`src/sv/ppds_pkg.sv`:
```
// ----------------------------------------------------------------------------
// ppds_pkg
// Shared constants and types of the point projection depth splatter.
// ----------------------------------------------------------------------------
package ppds_pkg;

    localparam int FRAME_WIDTH      = 640;
    localparam int FRAME_HEIGHT     = 480;
    localparam int MAX_SPLAT_RADIUS = 8;

    localparam int DEPTH_ENTRIES = FRAME_WIDTH * FRAME_HEIGHT;
    localparam int ADDR_W        = $clog2(DEPTH_ENTRIES);
    localparam int U_W           = $clog2(FRAME_WIDTH);
    localparam int V_W           = $clog2(FRAME_HEIGHT);
    localparam int XS_W          = U_W + 2;
    localparam int YS_W          = V_W + 2;
    localparam int RAD_W         = $clog2(MAX_SPLAT_RADIUS + 1);

    localparam int DEPTH_W = 16;
    localparam int NUM_W   = 42;
    localparam int DEN_W   = 20;
    localparam int CNT_W   = $clog2(NUM_W + 1);

    localparam int MIN_DEPTH_Q10    = 102;
    localparam int RADIUS_NUMERATOR = 8192;

    localparam logic [2:0] REG_ROT_ROW0    = 3'd0;
    localparam logic [2:0] REG_ROT_ROW1    = 3'd1;
    localparam logic [2:0] REG_ROT_ROW2    = 3'd2;
    localparam logic [2:0] REG_TRANSLATION = 3'd3;
    localparam logic [2:0] REG_FOCAL       = 3'd4;
    localparam logic [2:0] REG_PRINCIPAL   = 3'd5;
    localparam logic [2:0] REG_MAX_DEPTH   = 3'd6;
    localparam logic [2:0] REG_POSE_VALID  = 3'd7;

    localparam logic OP_SPLAT = 1'b0;
    localparam logic OP_READ  = 1'b1;

    typedef enum logic [3:0] {
        ST_IDLE,
        ST_MUL,
        ST_ACC,
        ST_CHECK,
        ST_DIVU,
        ST_DIVV,
        ST_DIVR,
        ST_WALK_RD,
        ST_WALK_CMP,
        ST_RD_ISSUE,
        ST_RD_DATA
    } state_t;

    typedef struct packed {
        logic                rd;
        logic                wr;
        logic [ADDR_W-1:0]   addr;
        logic [DEPTH_W-1:0]  data;
    } mem_req_t;

endpackage

```
`src/sv/ppds_div.sv`:
```
// ----------------------------------------------------------------------------
// ppds_div
// Restoring divider that produces one quotient bit per cycle.
// ----------------------------------------------------------------------------
module ppds_div (
    input  logic                         clk,
    input  logic                         rst_n,
    input  logic                         start,
    input  logic [ppds_pkg::NUM_W-1:0]   num,
    input  logic [ppds_pkg::DEN_W-1:0]   den,
    output logic                         done,
    output logic [ppds_pkg::NUM_W-1:0]   quot
);
    import ppds_pkg::*;

    logic             busy_reg, busy_next;
    logic             done_reg, done_next;
    logic [CNT_W-1:0] cnt_reg, cnt_next;
    logic [NUM_W-1:0] quo_reg, quo_next;
    logic [DEN_W-1:0] rem_reg, rem_next;
    logic [DEN_W-1:0] den_reg, den_next;
    logic [DEN_W:0]   shifted;
    logic [DEN_W+1:0] diff;

    always_comb
    begin
        shifted   = {rem_reg, quo_reg[NUM_W-1]};
        diff      = {1'b0, shifted} - {2'b00, den_reg};
        busy_next = busy_reg;
        done_next = 1'b0;
        cnt_next  = cnt_reg;
        quo_next  = quo_reg;
        rem_next  = rem_reg;
        den_next  = den_reg;
        if (start)
        begin
            busy_next = 1'b1;
            cnt_next  = '0;
            quo_next  = num;
            rem_next  = '0;
            den_next  = den;
        end
        else if (busy_reg)
        begin
            quo_next = {quo_reg[NUM_W-2:0], ~diff[DEN_W+1]};
            rem_next = diff[DEN_W+1] ? shifted[DEN_W-1:0] : diff[DEN_W-1:0];
            cnt_next = cnt_reg + 1'b1;
            if (cnt_reg == CNT_W'(NUM_W - 1))
            begin
                busy_next = 1'b0;
                done_next = 1'b1;
            end
        end
    end

    always_ff @(posedge clk or negedge rst_n)
    begin
        if (!rst_n)
        begin
            busy_reg <= 1'b0;
            done_reg <= 1'b0;
            cnt_reg  <= '0;
        end
        else
        begin
            busy_reg <= busy_next;
            done_reg <= done_next;
            cnt_reg  <= cnt_next;
        end
    end

    always_ff @(posedge clk)
    begin
        quo_reg <= quo_next;
        rem_reg <= rem_next;
        den_reg <= den_next;
    end

    assign done = done_reg;
    assign quot = quo_reg;

endmodule

```
`config.mk`:
```
export PLATFORM = sky130hd
export DESIGN_NAME = ppds_div
export DESIGN_NICKNAME = d
export VERILOG_FILES = /design/src/sv/ppds_pkg.sv /design/src/sv/ppds_div.sv
export SDC_FILE = /design/constraint.sdc
export NUM_CORES = 1
export LEC_CHECK = 0
export ABC_AREA = 1
export ABC_CLOCK_PERIOD_IN_PS = 2700
export BUFFER_PORTS_ARGS = -buffer_cell sky130_fd_sc_hd__buf_2
export CAP_MARGIN = 25
export CORE_AREA = 3 3 102 104
export DETAILED_ROUTE_END_ITERATION = 7
export DIE_AREA = 0 0 105 107
export PLACE_DENSITY = 0.79
export SYNTH_ARGS = -nofsm -noshare
export SYNTH_HDL_FRONTEND = slang
export SYNTH_SLANG_ARGS = --single-unit
```
`constraint.sdc`:
```
create_clock -name clk -period 2.7 [get_ports clk]
set_clock_uncertainty 0.15 [all_clocks]
set_input_delay 0.27 -clock clk [delete_from_list [all_inputs] [get_ports clk]]
set_output_delay 0.27 -clock clk [all_outputs]
set_load 0.05 [all_outputs]
```
Yosys cells after proc, flatten, opt, wreduce, memory -nomap -nowiden
Cells that the tools add are included.

Bits in registers: 90. Bits of input ports: 65. Output and inout bits: 43. Word-level logic and storage cells: 22.

$add $sub $neg: 2. Eq/ne operators: 1. Mux-type cells: 11. Bitwise operators: 1. Reductions and logical operators: 1.

Operator list (number): $mux W42 (2); $sub A21 B20 Y22 (1); $mux W20 (1); $mux W6 (2); $add A6 B1 Y6 const B (1); $eq A6 B6 Y1 const B (1); $mux W1 (6); $reduce_bool A2 Y1 (1); $not A1 Y1 (1).

Logic depth before layout (Yosys ltp)
Gate-level depths: netlist of the first run.

Word-level depth: 4. Mapped depth: 14. Gate-level depth less buffers: 14.

Worst setup path before layout of the first run
No wires, ideal clock.

Path type: register to register. From: reg quo_reg[41], in the netlist quot[41]. To: reg rem_reg[16]. Setup time: 112 ps. Arrival time: 2064 ps. Data required time: 2438 ps. Setup slack: 374 ps. Cell stages (with the launch flop): 14. Path buffers: 0. Period minus slack after synthesis: 2326 ps. Path through: edfxtp_1 -> inv_1 -> ha_1 -> fa_1 -> inv_1 -> nand3_1 -> nand3_1 -> nand2_1 -> nand3_1 -> nand2_1 -> nand3_1 -> nand3_2 -> nand2_1 -> nand2_1.

Cells in the longest elaborated chain, start to end: 2.

Ends and longest elaborated chain: start: declaration (line ppds_div.sv:19) `logic [NUM_W-1:0] quo_reg, quo_next;`; start signal: assignment (line ppds_div.sv:74) `quo_reg <= quo_next;`; $sub A21 B20 Y22 (line ppds_div.sv:28) `diff = {1'b0, shifted} - {2'b00, den_reg};`; $mux W20 (line ppds_div.sv:46) `rem_next = diff[DEN_W+1] ? shifted[DEN_W-1:0] : diff[DEN_W-1:0];`; end signal: assignment (line ppds_div.sv:75) `rem_reg <= rem_next;`; end: declaration (line ppds_div.sv:20) `logic [DEN_W-1:0] rem_reg, rem_next;`.

Every way passes these cells. A chain may end at the register's enable or synchronous reset.

Worst setup path in the final report of the first run
From: reg den_reg[2]. To: reg quo_reg[0], in the netlist quot[0] (data pin).

Cells in the longest elaborated chain, start to end: 4.

Ends and longest elaborated chain: start: declaration (line ppds_div.sv:21) `logic [DEN_W-1:0] den_reg, den_next;`; start signal: assignment (line ppds_div.sv:76) `den_reg <= den_next;`; $sub A21 B20 Y22 (line ppds_div.sv:28); $not A1 Y1 (line ppds_div.sv:45) `quo_next = {quo_reg[NUM_W-2:0], ~diff[DEN_W+1]};`; $mux W42 (line ppds_div.sv:43) `else if (busy_reg)`; $mux W42 (line ppds_div.sv:35) `if (start)`; net quo_next[0] (line ppds_div.sv:19).

The timed path passes the listed nets, and every way through them passes these cells. The select of a mux whose other input is x is not followed.

==> results of run 1 <==
timing repair:
| action | CTS | global route |
|---|---|---|
| hold buffers | 21 | 0 |
| setup endpoints to repair | 0 | 0 |
| hold endpoints to repair | 28 | 0 |
Yosys cell counts:
cell / count / share of area
nand3b_1: 1 / 0.0014
nand4_1: 21 / 0.025
o21ai_1: 3 / 0.0028
buf_12: 1 / 0.0038
o21ai_2: 3 / 0.0050
fa_1: 1 / 0.0038
xnor2_1: 6 / 0.010
nor2_1: 28 / 0.020
nor3_1: 7 / 0.0066
clkbuf_1: 11 / 0.0078
nor2_4: 2 / 0.0043
buf_8: 1 / 0.0028
xor2_1: 1 / 0.0017
buf_2: 3 / 0.0028
nand3_4: 1 / 0.0033
nand2_2: 4 / 0.0047
dfrtp_1: 8 / 0.038
o21ai_0: 6 / 0.0057
edfxtp_1: 62 / 0.35
nand3_2: 10 / 0.019
dfxtp_1: 20 / 0.076
nand2_1: 293 / 0.21
nand2_4: 2 / 0.0043
and2_1: 1 / 0.0012
nor2_2: 3 / 0.0036
nand3_1: 38 / 0.036
a21oi_4: 1 / 0.0031
inv_1: 112 / 0.080
ha_1: 22 / 0.052
a21oi_1: 11 / 0.010
o22ai_1: 1 / 0.0012
buf_1: 2 / 0.0014
power breakdown:
| part | internal [mW] | leakage (nW) | total (mW) | switching [mW] |
|---|---|---|---|---|
| logic | 0.730 | 2.40 | 2.12 | 1.39 |
| registers | 1.69 | 0.928 | 1.81 | 0.126 |
| clock network | 0.487 | 0.0990 | 0.953 | 0.465 |
| total | 2.90 | 3.43 | 4.88 | 1.98 |
worst max-delay path: stages, from the launching register on:
cell and delay, ns:
edfxtp_1 0.33, inv_1 0.04, ha_1 0.35, nand2_1 0.12, nand2_1 0.06, nand2_1 0.10, nand3_2 0.14, nand2_4 0.25
nand3_4 0.34, nand2_1 0.20, nand2_1 0.07
final cells by class:
class,count,area [um^2]
sequential,90,2460
fill,857,3290
timing repair buffer,136,806
inverter,112,420
clock inverter,3,46.3
multi-input combinational,466,2290
tap,133,166
clock buffer,13,160
layout by cell type, fill, tap and decap left out, types with 2 or more instances in the layout:
cell	instances
nand3_2	10
dfxtp_1	20
nand3_1	38
nor2_4	2
o21ai_0	6
nand2_1	293
dlygate4sd3_1	21
dfrtp_1	8
a21oi_1	11
nor3_1	7
buf_2	107
ha_1	22
nand2_4	2
edfxtp_1	62
o21ai_1	3
nor2_1	28
o21ai_2	3
nand4_1	21
nand2_2	4
nor2_2	3
xnor2_1	6
inv_1	111
clkbuf_1	3
buf_4	8
clkbuf_8	9
metal layers:
metal  GRT usage  vias to the layer above  wire length, um
met4      0.0703                        0              205
met3      0.0518                       19              648
met5           0                        -                0
met2       0.389                      115             5790
li1            -                     2408                -
met1       0.295                     2114             5480
metrics by stage:
stage	instance area, um^2	total power [mW]	utilization	hold WS, ns	instances
after floorplan	5270	3.52	-	-0.176	686
after global placement	5930	3.89	0.615	-0.0344	916
final	6350	4.88	0.659	0.0253	953
after global routing	6350	5.27	0.659	0.0157	953
after detailed placement	5930	3.92	0.615	-0.0248	916
after CTS	6350	4.91	0.659	0.0137	953
worst paths after layout:
kind | cells after the start | startpoint | slack, ns | to
max | 10 | den_reg[2] | 0.27 | quot[0]
min reg2reg | 2 | rem_reg[16] | 0.33 | rem_reg[16]
min in group asynchronous | 2 | rst_n | 0.15 | cnt_reg[3]
min | 3 | num[35] | 0.03 | quot[35]
max in group asynchronous | 2 | rst_n | 2.08 | cnt_reg[5]
max reg2reg | 10 | den_reg[2] | 0.27 | quot[0]
kinds of logic after synthesis:
logic type,Yosys count,share of synthesized area
fa+ha+maj,23,0.0560
compound gates,25,0.0283
simple gates,411,0.338
xor+xnor,7,0.0116
buf+inv,130,0.0985
flops,90,0.467
==> impl_metrics.env, run 1 <==
export IMPL_ys_warnings_count=0
export IMPL_worst_path_max_fanout=23
export IMPL_largest_reg_flops=42
export IMPL_antennaDiodeCount=0
export IMPL_seq_area_frac_synth=0.467
export IMPL_synthCells=686
export IMPL_cts_made_buffers=9
export IMPL_setup_ws_ns=0.274
export IMPL_die_h_um=107
export IMPL_totalWireLength_um=12100
export IMPL_antenna_found_initial=0
export IMPL_arrival_ns=2.38
export IMPL_overflow=0
export IMPL_rows=36
export IMPL_rsz0062_at_grt="no"
export IMPL_place_hpwl_um=8800
export IMPL_gp_congestion=0.952
export IMPL_min_period_ns=2.43
export IMPL_syn_to_final_growth_pct=20.5
export IMPL_first_global_vias=4642
export IMPL_hold_viol=0
export IMPL_cts_setup_buffers=0
export IMPL_max_cap_violations=0
export IMPL_start_util=0.547
export IMPL_cts_tree="done"
export IMPL_cts_resized=0
export IMPL_endpoint_kind="flop"
export IMPL_ctsHtreeMaxLevel=3
export IMPL_period_share=0.899
export IMPL_portBuffers=107
export IMPL_power_density_nw_per_um2=769
export IMPL_grt_pass1_wl_um=21100
export IMPL_routed_via_density=4.89
export IMPL_place_ws_ns=0.310
export IMPL_start_kind="flop"
export IMPL_route_detailed_wl_per_inst_um=12.7
export IMPL_clockRootBuffer="clkbuf_8"
export IMPL_leakage_nw=3.43
export IMPL_status="finished, final reports clean"
export IMPL_core_region_area_um2=9640
export IMPL_clk_latency_ns=0.36
export IMPL_synth_avg_cell_area_um2=7.68
export IMPL_tightest_slew_ns=0.558
export IMPL_setup_viol=0
export IMPL_synth_cell_types=32
export IMPL_ir_drop_v=0.000537
export IMPL_drive_gt1_frac=0.188
export IMPL_grt_usage=0.230
export IMPL_yosys_register_bits=90
export IMPL_max_freq_ghz=0.412
export IMPL_syn_nets=774
export IMPL_dieArea_um2=11200
export IMPL_required_ns=2.66
export IMPL_final_antenna_net_count=0
export IMPL_drt_pass1_iter_count=6
export IMPL_setup_tns_ns=0
export IMPL_drc=0
export IMPL_slew_headroom=0.628
export IMPL_vias=4656
export IMPL_clockBufferDepth=2
export IMPL_die_w_um=105
export IMPL_critical_path_class="flop to flop"
export IMPL_pin_count=108
export IMPL_maxSlewViolCount=0
export IMPL_clk_pin_slew_ns=0.09
export IMPL_cts_sinks=90
export IMPL_netlist_area_um2=5270
export IMPL_grt_max_degree=45
export IMPL_hp_class="primary input to flop"
export IMPL_drtIter0Drc=198
export IMPL_final_nets=903
Power figures use the tool's default switching activity.
==> run 2: changes to the inputs <==
ABC_CLOCK_PERIOD_IN_PS = 2900   (was 2700)
clock period = 2.9 ns   (was 2.7 ns; I/O delays follow)
==> impl_metrics.env, run 2 (synthesis results as in run 1) <==
export IMPL_drc=0
export IMPL_routed_via_density=4.94
export IMPL_grt_usage=0.230
export IMPL_clk_pin_slew_ns=0.09
export IMPL_critPathCapture="quot[0]"
export IMPL_drive_gt1_frac=0.187
export IMPL_dieArea_um2=11200
export IMPL_endpoint_kind="flop"
export IMPL_worst_path_max_fanout=23
export IMPL_die_w_um=105
export IMPL_post_layout_nonfiller_instances=952
export IMPL_maxSlewViolCount=0
export IMPL_pin_count=108
export IMPL_vias=4701
export IMPL_cts_made_buffers=9
export IMPL_max_cap_violations=0
export IMPL_clockBufferDepth=2
export IMPL_hp_class="primary input to flop"
export IMPL_required_ns=2.87
export IMPL_start_kind="flop"
export IMPL_final_common_cell="nand2_1"
export IMPL_hold_viol=0
export IMPL_drt_pass1_iter_count=5
export IMPL_route_detailed_wl_per_inst_um=13.0
export IMPL_r2r_end="quot[0]"
export IMPL_rrSetupSlack_ns=0.45
export IMPL_reg2reg_depth=10
export IMPL_mostFrequentLayoutCells="293 x nand2_1, 111 x inv_1, 107 x buf_2, 62 x edfxtp_1, 38 x nand3_1"
export IMPL_ir_drop_v=0.000369
export IMPL_first_global_vias=4592
export IMPL_die_h_um=107
export IMPL_largest_reg_flops=42
export IMPL_drtIter0Drc=264
export IMPL_power_density_nw_per_um2=723
export IMPL_totalWireLength_um=12400
export IMPL_syn_to_final_growth_pct=20.4
export IMPL_ctsHtreeMaxLevel=3
export IMPL_crit_cells=10
export IMPL_r2r_start="den_reg[12]"
export IMPL_slew_headroom=0.466
export IMPL_status="finished, final reports clean"
export IMPL_final_antenna_net_count=0
export IMPL_cts_tree="done"
export IMPL_min_period_ns=2.45
export IMPL_crit_chain="inv_1 -> ha_1 -> nand2_2 -> inv_1 -> a21oi_1 -> nand2_1 -> nand2_4 -> nand3_4 -> nand2_1 -> nand2_1"
export IMPL_grt_max_degree=45
export IMPL_slowest_stage="edfxtp_1"
export IMPL_portBuffers=107
export IMPL_leakage_nw=3.43
export IMPL_slowest_delay_ns=0.37
export IMPL_overflow=0
export IMPL_arrival_ns=2.42
export IMPL_clockRootBuffer="clkbuf_8"
export IMPL_final_area_um2=6350
export IMPL_final_core_util=0.658
export IMPL_start_util=0.547
export IMPL_cts_resized=0
export IMPL_ff_latch_area_um2=2460
export IMPL_grt_pass1_wl_um=20900
export IMPL_fillers=863
export IMPL_period_share=0.844
export IMPL_clk_latency_ns=0.37
export IMPL_rows=36
export IMPL_antenna_found_initial=1
export IMPL_gp_congestion=0.946
export IMPL_critPathBufInv=2
export IMPL_rsz0062_at_grt="no"
export IMPL_max_freq_ghz=0.408
export IMPL_cpMostUsedCell="nand2_1"
export IMPL_setup_viol=0
export IMPL_setup_tns_ns=0
export IMPL_dp_cells=915
export IMPL_final_nets=902
export IMPL_critPathLaunch="den_reg[12]"
export IMPL_cp_top_family="simple AND/OR/NAND/NOR gates"
export IMPL_core_region_area_um2=9640
export IMPL_critical_path_class="flop to flop"
export IMPL_place_hpwl_um=9130
export IMPL_cts_sinks=90
export IMPL_tightest_slew_ns=0.798
export IMPL_place_area_um2=5920
export IMPL_multi_input_area_um2=2290
export IMPL_antennaDiodeCount=0
[run 2: worst min-delay path by stage]
stage               depth (start not counted)  slack (ns)       end     from
floorplan                                   0       -0.16  busy_reg    rst_n
global placement                            1       -0.01  busy_reg    rst_n
detailed placement                          1      -0.004  busy_reg    rst_n
CTS                                         3        0.01  quot[16]  num[16]
global route                                3        0.02  quot[22]  num[22]
finish                                      3        0.03  quot[16]  num[16]
[run 2: stage by stage]
stage / setup slack, ns / power, mW / hold slack, ns
2_1_floorplan: 0.574 / 3.28 / -0.156
5_1_grt: 0.244 / 4.95 / 0.0233
3_5_place_dp: 0.448 / 3.66 / -0.00356
3_3_place_gp: 0.568 / 3.62 / -0.0138
6_report: 0.451 / 4.59 / 0.0336
4_1_cts: 0.427 / 4.62 / 0.0130
[run 2: area by class of cell]
cell class / instances / share of cell area
Timing Repair Buffer: 135 / 0.126
Clock inverter: 5 / 0.0126
Sequential cell: 90 / 0.388
Clock buffer: 11 / 0.0207
Tap cell: 133 / 0.0262
Multi-Input combinational cell: 466 / 0.360
Inverter: 112 / 0.0662
[run 2: routing by layer]
metal | share of wire | wire (um) | GRT usage
met5 | 0.00056 | 7 | 0
met4 | 0.014 | 169 | 0.0712
met3 | 0.062 | 771 | 0.0722
met2 | 0.49 | 6060 | 0.385
met1 | 0.44 | 5410 | 0.285
[run 2: power breakdown]
| part | leakage (nW) | switching [mW] | total, mW | internal, mW |
|---|---|---|---|---|
| Combinational | 2.40 | 1.30 | 1.98 | 0.679 |
| Sequential | 0.928 | 0.116 | 1.69 | 1.57 |
| Clock | 0.101 | 0.441 | 0.926 | 0.485 |
| Total | 3.43 | 1.86 | 4.59 | 2.73 |
[run 2: repair_timing]
item                                   CTS  global route
endpoints found under the hold margin   28             0
hold buffers                            21             0
setup buffers                            0             0
[run 2: worst register-to-register path, stage by stage, from the launching register on]
cell and delay (ns):
edfxtp_1 0.37, inv_1 0.07, ha_1 0.29, nand2_2 0.12, inv_1 0.06, a21oi_1 0.20
nand2_1 0.14, nand2_4 0.23, nand3_4 0.37, nand2_1 0.16, nand2_1 0.06
